## config.mk

```make
export PLATFORM = sky130hd
export DESIGN_NAME = one_wire_bus_master
export DESIGN_NICKNAME = d
export VERILOG_FILES = /design/src/rtl/owb_pkg.sv /design/src/rtl/owb_core.sv /design/src/rtl/one_wire_bus_master.sv
export SDC_FILE = /design/constraint.sdc
export NUM_CORES = 1
export LEC_CHECK = 0
export BUFFER_PORTS_ARGS = -buffer_cell sky130_fd_sc_hd__buf_2
export CORE_MARGIN = 5
export CORE_UTILIZATION = 55
export DETAILED_ROUTE_END_ITERATION = 10
export PLACE_DENSITY = 0.76
export SYNTH_ARGS = -nofsm -noshare
export SYNTH_HDL_FRONTEND = slang
export SYNTH_SLANG_ARGS = --single-unit
export TNS_END_PERCENT = 10
```

## constraint.sdc

```tcl
create_clock -name clk -period 3.7 [get_ports clk]
set_clock_uncertainty 0.05 [all_clocks]
set_input_delay 0.37 -clock clk [delete_from_list [all_inputs] [get_ports clk]]
set_output_delay 0.37 -clock clk [all_outputs]
set_load 0.01 [all_outputs]
```

## src/rtl/owb_pkg.sv

```systemverilog
// Shared types, codes and helper functions of the 1-Wire bus master.
`timescale 1ns / 1ps

package owb_pkg;

    // Widths
    localparam int US_W       = 10;
    localparam int CPU_W      = 8;
    localparam int DUR_W      = 10;
    localparam int CMP_W      = ((US_W > DUR_W) ? US_W : DUR_W) + 1;
    localparam int IN_W       = 16;
    localparam int OUT_W      = 24;
    localparam int RES_W      = 20;
    localparam int CFG_IDX_W  = 4;
    localparam int CFG_DATA_W = 10;

    // Phase codes
    localparam logic [3:0] PH_IDLE     = 4'd0;
    localparam logic [3:0] PH_RST_LOW  = 4'd1;
    localparam logic [3:0] PH_RST_WAIT = 4'd2;
    localparam logic [3:0] PH_RST_REC  = 4'd3;
    localparam logic [3:0] PH_W_LOW    = 4'd4;
    localparam logic [3:0] PH_W_REL    = 4'd5;
    localparam logic [3:0] PH_R_LOW    = 4'd6;
    localparam logic [3:0] PH_R_WAIT   = 4'd7;
    localparam logic [3:0] PH_R_TAIL   = 4'd8;

    // Operation codes
    localparam logic [2:0] OP_RESET = 3'd0;
    localparam logic [2:0] OP_WBYTE = 3'd1;
    localparam logic [2:0] OP_RBYTE = 3'd2;
    localparam logic [2:0] OP_WBIT  = 3'd3;
    localparam logic [2:0] OP_RBIT  = 3'd4;

    // Register indexes
    localparam logic [CFG_IDX_W-1:0] REG_CLOCKS_PER_US     = 4'd0;
    localparam logic [CFG_IDX_W-1:0] REG_RESET_LOW_US      = 4'd1;
    localparam logic [CFG_IDX_W-1:0] REG_PRESENCE_WAIT_US  = 4'd2;
    localparam logic [CFG_IDX_W-1:0] REG_RESET_RECOVERY_US = 4'd3;
    localparam logic [CFG_IDX_W-1:0] REG_SHORT_LOW_US      = 4'd4;
    localparam logic [CFG_IDX_W-1:0] REG_LONG_LOW_US       = 4'd5;
    localparam logic [CFG_IDX_W-1:0] REG_READ_SAMPLE_US    = 4'd6;
    localparam logic [CFG_IDX_W-1:0] REG_READ_TAIL_US      = 4'd7;

    localparam logic [7:0] CRC_POLY = 8'h8C;

    typedef struct packed {
        logic [CPU_W-1:0] clocks_per_us;
        logic [DUR_W-1:0] reset_low_us;
        logic [DUR_W-1:0] presence_wait_us;
        logic [DUR_W-1:0] reset_recovery_us;
        logic [DUR_W-1:0] short_low_us;
        logic [DUR_W-1:0] long_low_us;
        logic [DUR_W-1:0] read_sample_us;
        logic [DUR_W-1:0] read_tail_us;
    } cfg_t;

    // Last member sits in the lowest bits
    typedef struct packed {
        logic [7:0] crc_value;
        logic [7:0] read_data;
        logic       presence;
        logic       done_res;
        logic       busy_res;
        logic       drive_low;
    } res_t;

    // Reflected CRC-8 over one byte
    function automatic logic [7:0] crc8_byte(input logic [7:0] crc, input logic [7:0] data);
        logic [7:0] c;
        c = crc ^ data;
        for (int k = 0; k < 8; k++)
        begin
            c = c[0] ? ((c >> 1) ^ CRC_POLY) : (c >> 1);
        end
        return c;
    endfunction

endpackage

```

## src/rtl/owb_core.sv

```systemverilog
// Slot sequencer of the 1-Wire master: prescaler, phase timer, shifter and CRC.
`timescale 1ns / 1ps

module owb_core
    import owb_pkg::*;
(
    input  logic       clk,
    input  logic       rst_n,
    input  logic       step,
    input  logic       cmd_valid,
    input  logic [2:0] operation,
    input  logic [7:0] write_data,
    input  logic       line_level,
    input  cfg_t       cfg,
    output res_t       res_next
);

    logic [3:0]      phase_reg, phase_next;
    logic [CPU_W-1:0] prescale_reg, prescale_next;
    logic [US_W-1:0] us_count_reg, us_count_next;
    logic [2:0]      bit_index_reg, bit_index_next;
    logic [7:0]      shift_reg, shift_next;
    logic [7:0]      crc_reg, crc_next;
    logic            presence_reg, presence_next;
    logic [2:0]      current_op_reg, current_op_next;
    logic [7:0]      read_data_reg, read_data_next;
    logic [DUR_W-1:0] phase_len;
    logic            done;

    always_comb
    begin
        unique case (phase_reg)
            PH_RST_LOW:  phase_len = cfg.reset_low_us;
            PH_RST_WAIT: phase_len = cfg.presence_wait_us;
            PH_RST_REC:  phase_len = cfg.reset_recovery_us;
            PH_W_LOW:    phase_len = shift_reg[0] ? cfg.short_low_us : cfg.long_low_us;
            PH_W_REL:    phase_len = shift_reg[0] ? cfg.long_low_us : cfg.short_low_us;
            PH_R_LOW:    phase_len = cfg.short_low_us;
            PH_R_WAIT:   phase_len = cfg.read_sample_us;
            default:     phase_len = cfg.read_tail_us;
        endcase
    end

    always_comb
    begin
        phase_next      = phase_reg;
        prescale_next   = prescale_reg;
        us_count_next   = us_count_reg;
        bit_index_next  = bit_index_reg;
        shift_next      = shift_reg;
        crc_next        = crc_reg;
        presence_next   = presence_reg;
        current_op_next = current_op_reg;
        read_data_next  = read_data_reg;
        done            = 1'b0;

        if (phase_reg == PH_IDLE)
        begin
            if (cmd_valid && operation <= OP_RBIT)
            begin
                current_op_next = operation;
                prescale_next   = '0;
                us_count_next   = '0;
                bit_index_next  = '0;
                unique case (operation) inside
                    OP_RESET:
                    begin
                        crc_next   = '0;
                        phase_next = PH_RST_LOW;
                    end
                    OP_WBYTE, OP_WBIT:
                    begin
                        shift_next = write_data;
                        phase_next = PH_W_LOW;
                    end
                    default:
                    begin
                        shift_next = '0;
                        phase_next = PH_R_LOW;
                    end
                endcase
            end
        end
        else if (({1'b0, prescale_reg} + (CPU_W+1)'(1)) >= {1'b0, cfg.clocks_per_us})
        begin
            prescale_next = '0;
            if ((CMP_W'(us_count_reg) + CMP_W'(1)) >= CMP_W'(phase_len))
            begin
                us_count_next = '0;
                unique case (phase_reg)
                    PH_RST_LOW:  phase_next = PH_RST_WAIT;
                    PH_RST_WAIT:
                    begin
                        presence_next = ~line_level;
                        phase_next    = PH_RST_REC;
                    end
                    PH_W_LOW:    phase_next = PH_W_REL;
                    PH_W_REL:
                    begin
                        shift_next = shift_reg >> 1;
                        if (current_op_reg == OP_WBYTE && bit_index_reg != 3'd7)
                        begin
                            bit_index_next = bit_index_reg + 3'd1;
                            phase_next     = PH_W_LOW;
                        end
                        else
                        begin
                            phase_next = PH_IDLE;
                            done       = 1'b1;
                        end
                    end
                    PH_R_LOW:    phase_next = PH_R_WAIT;
                    PH_R_WAIT:
                    begin
                        shift_next = {line_level, shift_reg[7:1]};
                        phase_next = PH_R_TAIL;
                    end
                    PH_R_TAIL:
                    begin
                        if (current_op_reg == OP_RBYTE && bit_index_reg != 3'd7)
                        begin
                            bit_index_next = bit_index_reg + 3'd1;
                            phase_next     = PH_R_LOW;
                        end
                        else
                        begin
                            if (current_op_reg == OP_RBYTE)
                            begin
                                read_data_next = shift_reg;
                                crc_next       = crc8_byte(crc_reg, shift_reg);
                            end
                            else
                            begin
                                read_data_next = {7'd0, shift_reg[7]};
                            end
                            phase_next = PH_IDLE;
                            done       = 1'b1;
                        end
                    end
                    default:
                    begin
                        // reset recovery, and any stray code, ends the command
                        phase_next = PH_IDLE;
                        done       = 1'b1;
                    end
                endcase
            end
            else
            begin
                us_count_next = us_count_reg + US_W'(1);
            end
        end
        else
        begin
            prescale_next = prescale_reg + CPU_W'(1);
        end
    end

    always_comb
    begin
        res_next.drive_low = (phase_next == PH_RST_LOW) || (phase_next == PH_W_LOW) ||
                             (phase_next == PH_R_LOW);
        res_next.busy_res  = (phase_next != PH_IDLE);
        res_next.done_res  = done;
        res_next.presence  = presence_next;
        res_next.read_data = read_data_next;
        res_next.crc_value = crc_next;
    end

    always_ff @(posedge clk or negedge rst_n)
    begin
        if (!rst_n)
        begin
            phase_reg      <= PH_IDLE;
            prescale_reg   <= '0;
            us_count_reg   <= '0;
            bit_index_reg  <= '0;
            shift_reg      <= '0;
            crc_reg        <= '0;
            presence_reg   <= 1'b0;
            current_op_reg <= OP_RESET;
            read_data_reg  <= '0;
        end
        else if (step)
        begin
            phase_reg      <= phase_next;
            prescale_reg   <= prescale_next;
            us_count_reg   <= us_count_next;
            bit_index_reg  <= bit_index_next;
            shift_reg      <= shift_next;
            crc_reg        <= crc_next;
            presence_reg   <= presence_next;
            current_op_reg <= current_op_next;
            read_data_reg  <= read_data_next;
        end
    end

`ifndef ASSERT_OFF
    a_done_to_idle: assert property (@(posedge clk) disable iff (!rst_n)
        step && done |=> phase_reg == PH_IDLE)
        else $error("command finished but sequencer not idle");

    a_idle_prescale_clear: assert property (@(posedge clk) disable iff (!rst_n)
        phase_reg == PH_IDLE |-> prescale_reg == '0)
        else $error("prescaler left running while idle");

    a_bit_index_byte_op: assert property (@(posedge clk) disable iff (!rst_n)
        bit_index_reg != 3'd0 |-> current_op_reg == OP_WBYTE || current_op_reg == OP_RBYTE)
        else $error("bit index advanced outside a byte command");

    a_crc_hold: assert property (@(posedge clk) disable iff (!rst_n)
        !step |=> $stable(crc_reg))
        else $error("CRC changed without a tick");
`endif

endmodule

```

## src/rtl/one_wire_bus_master.sv

```systemverilog
// Output: the result of each accepted tick is registered into the output register.
// Throughput: one tick per cycle; the single output register lets a tick in whenever
// it is empty or being drained in the same cycle.
// Bus timing: each phase lasts duration * clocks_per_us accepted ticks, a zero value counting as one.
// Reset: rst_n clears the sequencer, CRC and output valid flag and loads register defaults.
`timescale 1ns / 1ps

module one_wire_bus_master
    import owb_pkg::*;
(
    input  logic                  clk,
    input  logic                  rst_n,
    // tdata: cmd_valid[0], operation[3:1], write_data[11:4], line_level[12], zero[15:13]
    input  logic [IN_W-1:0]       s_tdata,
    input  logic                  s_tvalid,
    output logic                  s_tready,
    // tdata: drive_low[0], busy_res[1], done_res[2], presence[3], read_data[11:4],
    //        crc_value[19:12], zero[23:20]
    output logic [OUT_W-1:0]      m_tdata,
    output logic                  m_tvalid,
    input  logic                  m_tready,
    input  logic                  cfg_valid,
    output logic                  cfg_ready,
    input  logic [CFG_IDX_W-1:0]  cfg_index,
    input  logic [CFG_DATA_W-1:0] cfg_data
);

    cfg_t        cfg_reg;
    res_t        res_next;
    res_t        out_data_reg;
    logic        out_valid_reg;
    logic        step;

    assign cfg_ready = 1'b1;
    assign s_tready  = !out_valid_reg || m_tready;
    assign step      = s_tvalid && s_tready;

    always_ff @(posedge clk or negedge rst_n)
    begin
        if (!rst_n)
        begin
            cfg_reg.clocks_per_us     <= CPU_W'(8);
            cfg_reg.reset_low_us      <= DUR_W'(480);
            cfg_reg.presence_wait_us  <= DUR_W'(70);
            cfg_reg.reset_recovery_us <= DUR_W'(410);
            cfg_reg.short_low_us      <= DUR_W'(2);
            cfg_reg.long_low_us       <= DUR_W'(60);
            cfg_reg.read_sample_us    <= DUR_W'(10);
            cfg_reg.read_tail_us      <= DUR_W'(50);
        end
        else if (cfg_valid)
        begin
            unique case (cfg_index)
                REG_CLOCKS_PER_US:     cfg_reg.clocks_per_us     <= cfg_data[CPU_W-1:0];
                REG_RESET_LOW_US:      cfg_reg.reset_low_us      <= cfg_data;
                REG_PRESENCE_WAIT_US:  cfg_reg.presence_wait_us  <= cfg_data;
                REG_RESET_RECOVERY_US: cfg_reg.reset_recovery_us <= cfg_data;
                REG_SHORT_LOW_US:      cfg_reg.short_low_us      <= cfg_data;
                REG_LONG_LOW_US:       cfg_reg.long_low_us       <= cfg_data;
                REG_READ_SAMPLE_US:    cfg_reg.read_sample_us    <= cfg_data;
                REG_READ_TAIL_US:      cfg_reg.read_tail_us      <= cfg_data;
                default:               ;  // drop writes to unknown registers
            endcase
        end
    end

    owb_core u_core (
        .clk        (clk),
        .rst_n      (rst_n),
        .step       (step),
        .cmd_valid  (s_tdata[0]),
        .operation  (s_tdata[3:1]),
        .write_data (s_tdata[11:4]),
        .line_level (s_tdata[12]),
        .cfg        (cfg_reg),
        .res_next   (res_next)
    );

    always_ff @(posedge clk or negedge rst_n)
    begin
        if (!rst_n)
        begin
            out_valid_reg <= 1'b0;
        end
        else if (step)
        begin
            out_valid_reg <= 1'b1;
        end
        else if (m_tready)
        begin
            out_valid_reg <= 1'b0;
        end
    end

    // hold the result until the transfer completes
    always_ff @(posedge clk)
    begin
        if (step)
        begin
            out_data_reg <= res_next;
        end
    end

    assign m_tvalid = out_valid_reg;
    assign m_tdata  = {(OUT_W-RES_W)'(0), out_data_reg};

endmodule

```

==> results.md <==
- Fin cells: a little under 1000
- Maximum VDD drop: about 0.46 mV
- Unrepaired setup endpoints after global routing: true
- Critical Path Most Common Cell: buf_4
- Drt pass-1 iters: 6
- Yosys warning total: 0
- Core Area: 14000 um^2
- Initial Utilization: 0.564
- Status: complete, but fails checks
- CTS buffer count: 17
- Global route overflow: 0
- Max reg flops: between 70 and 80
- Die ar.: between 15000 and 20000 um^2
- Drc violations: 0
- Yosys reg bits: between 150 and 200
- Power consumption: between 6000 and 7000 uW
- Total GRT Usage: 0.227
- CTS Root Cell: clkbuf_16
- CTS tree: built
- Clock Latency Late Sink: 0.43 ns
- Syn_area_per_cell: between 10 and 15 um^2
- Delay of the slowest critical-path stage: 0.45 ns
- H-tree levels: 4
- CP Capture Type: flop
- Die height: between 100 and 150 um
- P per Cell Area: 738 nW/um^2
- Worst path arrival time: between 3 and 4 ns
- I/O Pins: 62
- Fin crit share: 0.983
- Cts-stage hold buffer count: 0
- Vias per std cell: approximately 6.2
- # placed instances: between 900 and 1000
- Routed Antenna Nets: 0
- Number of max-slew violations in the final report: 0
- CP Launch Type: flop
- Tmin final: 3.64 ns
- Post-synthesis async set-or-reset flop share: 0.868
- Die width: around 130 um
- Share of post-route cells with drive strength above 1: 0.355
- Unique masters post-synth: 64
- WL per Instance: 19.4 um
- Largest net degree at the start of global routing: slightly below 70
- Util after Layout: 0.660
- Hold Slack: -0.000978 ns
- Clock-pin slew on the worst setup and hold paths: 0.06 ns
- Critical-path top delay cell: a222oi_1
- Final Routed Wirelength: roughly 19000 um
- Fin nets: 827
- Ant diodes: 0
- IO buf count: 53
- Post-synth EDFFs: 20
- Fill cell count: slightly above 1000
- HP Class: in2async
- Top_reg_cell synth: dfrtp_1
- WP data required: ~4.0 ns
- Final Hold Fails: 1
- Finish-stage setup viols: 0
- Vias in the first global route: between 5000 and 6000
- Commonest non-fill, non-tap cell in the layout: dfrtp_1
- Area grow syn2layout: 17.1%
- CP Cell Sequence: nand2b_4 -> nor2_1 -> buf_4 -> a222oi_1 -> o211ai_1 -> a21oi_2 -> ha_1 -> a211oi_1 -> o21ai_0 -> a21oi_1 -> o21ai_2 -> buf_4 -> a21oi_4 -> or3_4 -> mux2_1
- Cell count after synthesis: about 690
- Initial drt markers: 656
- Failing checks: hold timing
- Fmax: ~270 MHz
- Leakage: approximately 0.0040 uW
- Critical path buffers and inverters: 2
- Clock tree buffer depth: 2
- First-pass GRT wire length: around 30000 um
- Slew headroom: 0.386
- Worst-Margin Slew: 0.918 ns
- Vias: 5926
- Worst R2R Setup Slack: 0.06 ns
- CP max FO: 10
- Crit path kind: reg2reg
- Core Rows: 43
- Placer Congestion: 0.860
- Most frequent cells in the layout: dfrtp_1, mux2_2, nand2_1
- Initial antenna violation count: 0
- CP top delay family: compound AO/OA/AOI/OAI gates
- Post-DP HPWL: 12900 um
- Max-cap violations: 0
- Post-Syn Area: approximately 8000 um^2
- Register area share after synthesis: 0.499
- Setup TNS: 0 ns
- Clock Sink Count: 152
## final timing paths
kind | from | endpoint | depth (start not counted)
worst max-delay path | u_core.phase_reg[3] | u_core.bit_index_reg[0] | 15
worst min-delay path | rst_n | u_core.bit_index_reg[1] | 1
worst max register to register | u_core.phase_reg[3] | u_core.bit_index_reg[0] | 15
worst min register to register | u_core.read_data_reg[5] | u_core.read_data_reg[5] | 2
max in group asynchronous | rst_n | cfg_reg[67] | 2
min in group clk | s_tvalid | m_tvalid | 2
## kinds of logic after synthesis
kind of cell               synth area share
and+or+nand+nor                       0.118
DFF                                   0.499
AOI/OAI and AO/OA                     0.139
muxes                                 0.135
buffers and inverters                0.0343
xor gates and xnor gates             0.0389
adders and majority gates            0.0362
other                              0.000953
## where the power goes
group          internal [uW]  leakage (uW)  switching, uW
Clock                   1090      0.000305            690
Combinational           1180       0.00191           1420
Sequential              2110       0.00182            319
## Yosys cell counts, drive strengths merged, types with 15 or more instances
library cell  count  area share
a22o             20       0.022
o21ai            53       0.037
nand2            64       0.030
a222oi           16       0.020
xnor2            23       0.026
dfstp            23       0.077
edfxtp           20       0.076
dfrtp           109        0.35
inv              15      0.0071
buf              22       0.019
ha               22       0.035
mux2             88        0.13
clkbuf           16      0.0078
nor2             32       0.016
## repair_timing
item / in CTS / in global routing
pin swaps: 1 / 4
setup endpoints to repair: 43 / 51
resized for setup: 5 / 25
buffers inserted: 0 / 2
## layer usage
metal	global-route usage	routed length (um)	vias up
met5	0	0	-
met4	0.0770	340	0
met3	0.0573	1020	42
met2	0.379	9230	205
met1	0.291	8100	2979
li1	-	-	2700
## final cells by class
class	instances	area, um^2	share of cell area
well taps	180	225	0.0244
multi-input cells	489	3770	0.409
clock inverters	10	115	0.0125
repair buffers	95	624	0.0676
clock buffers	22	495	0.0537
inverters	15	56.3	0.00610
flip-flops and latches	152	3940	0.427
## worst reg2reg max path, delay by kind of cell (launching register included)
family                     cells  cell delay (ns)
DFF                            1             0.41
and+or+nand+nor                3             0.69
AOI/OAI and AO/OA              8             1.49
buffers and inverters          2             0.39
adders and majority gates      1             0.17
muxes                          1             0.32
## stage by stage
stage / hold WS [ns] / setup WS (ns) / area, um^2
3_5_place_dp: 0.427 / -0.121 / 8500
5_1_grt: 0.0720 / -0.0506 / 9230
2_1_floorplan: 0.0244 / 0.147 / 7890
4_1_cts: 0.0384 / 0.00775 / 9130
3_3_place_gp: 0.420 / -0.0790 / 8500
6_report: -0.000978 / 0.0613 / 9230
No activity file was read; power rests on OpenSTA's default activity.
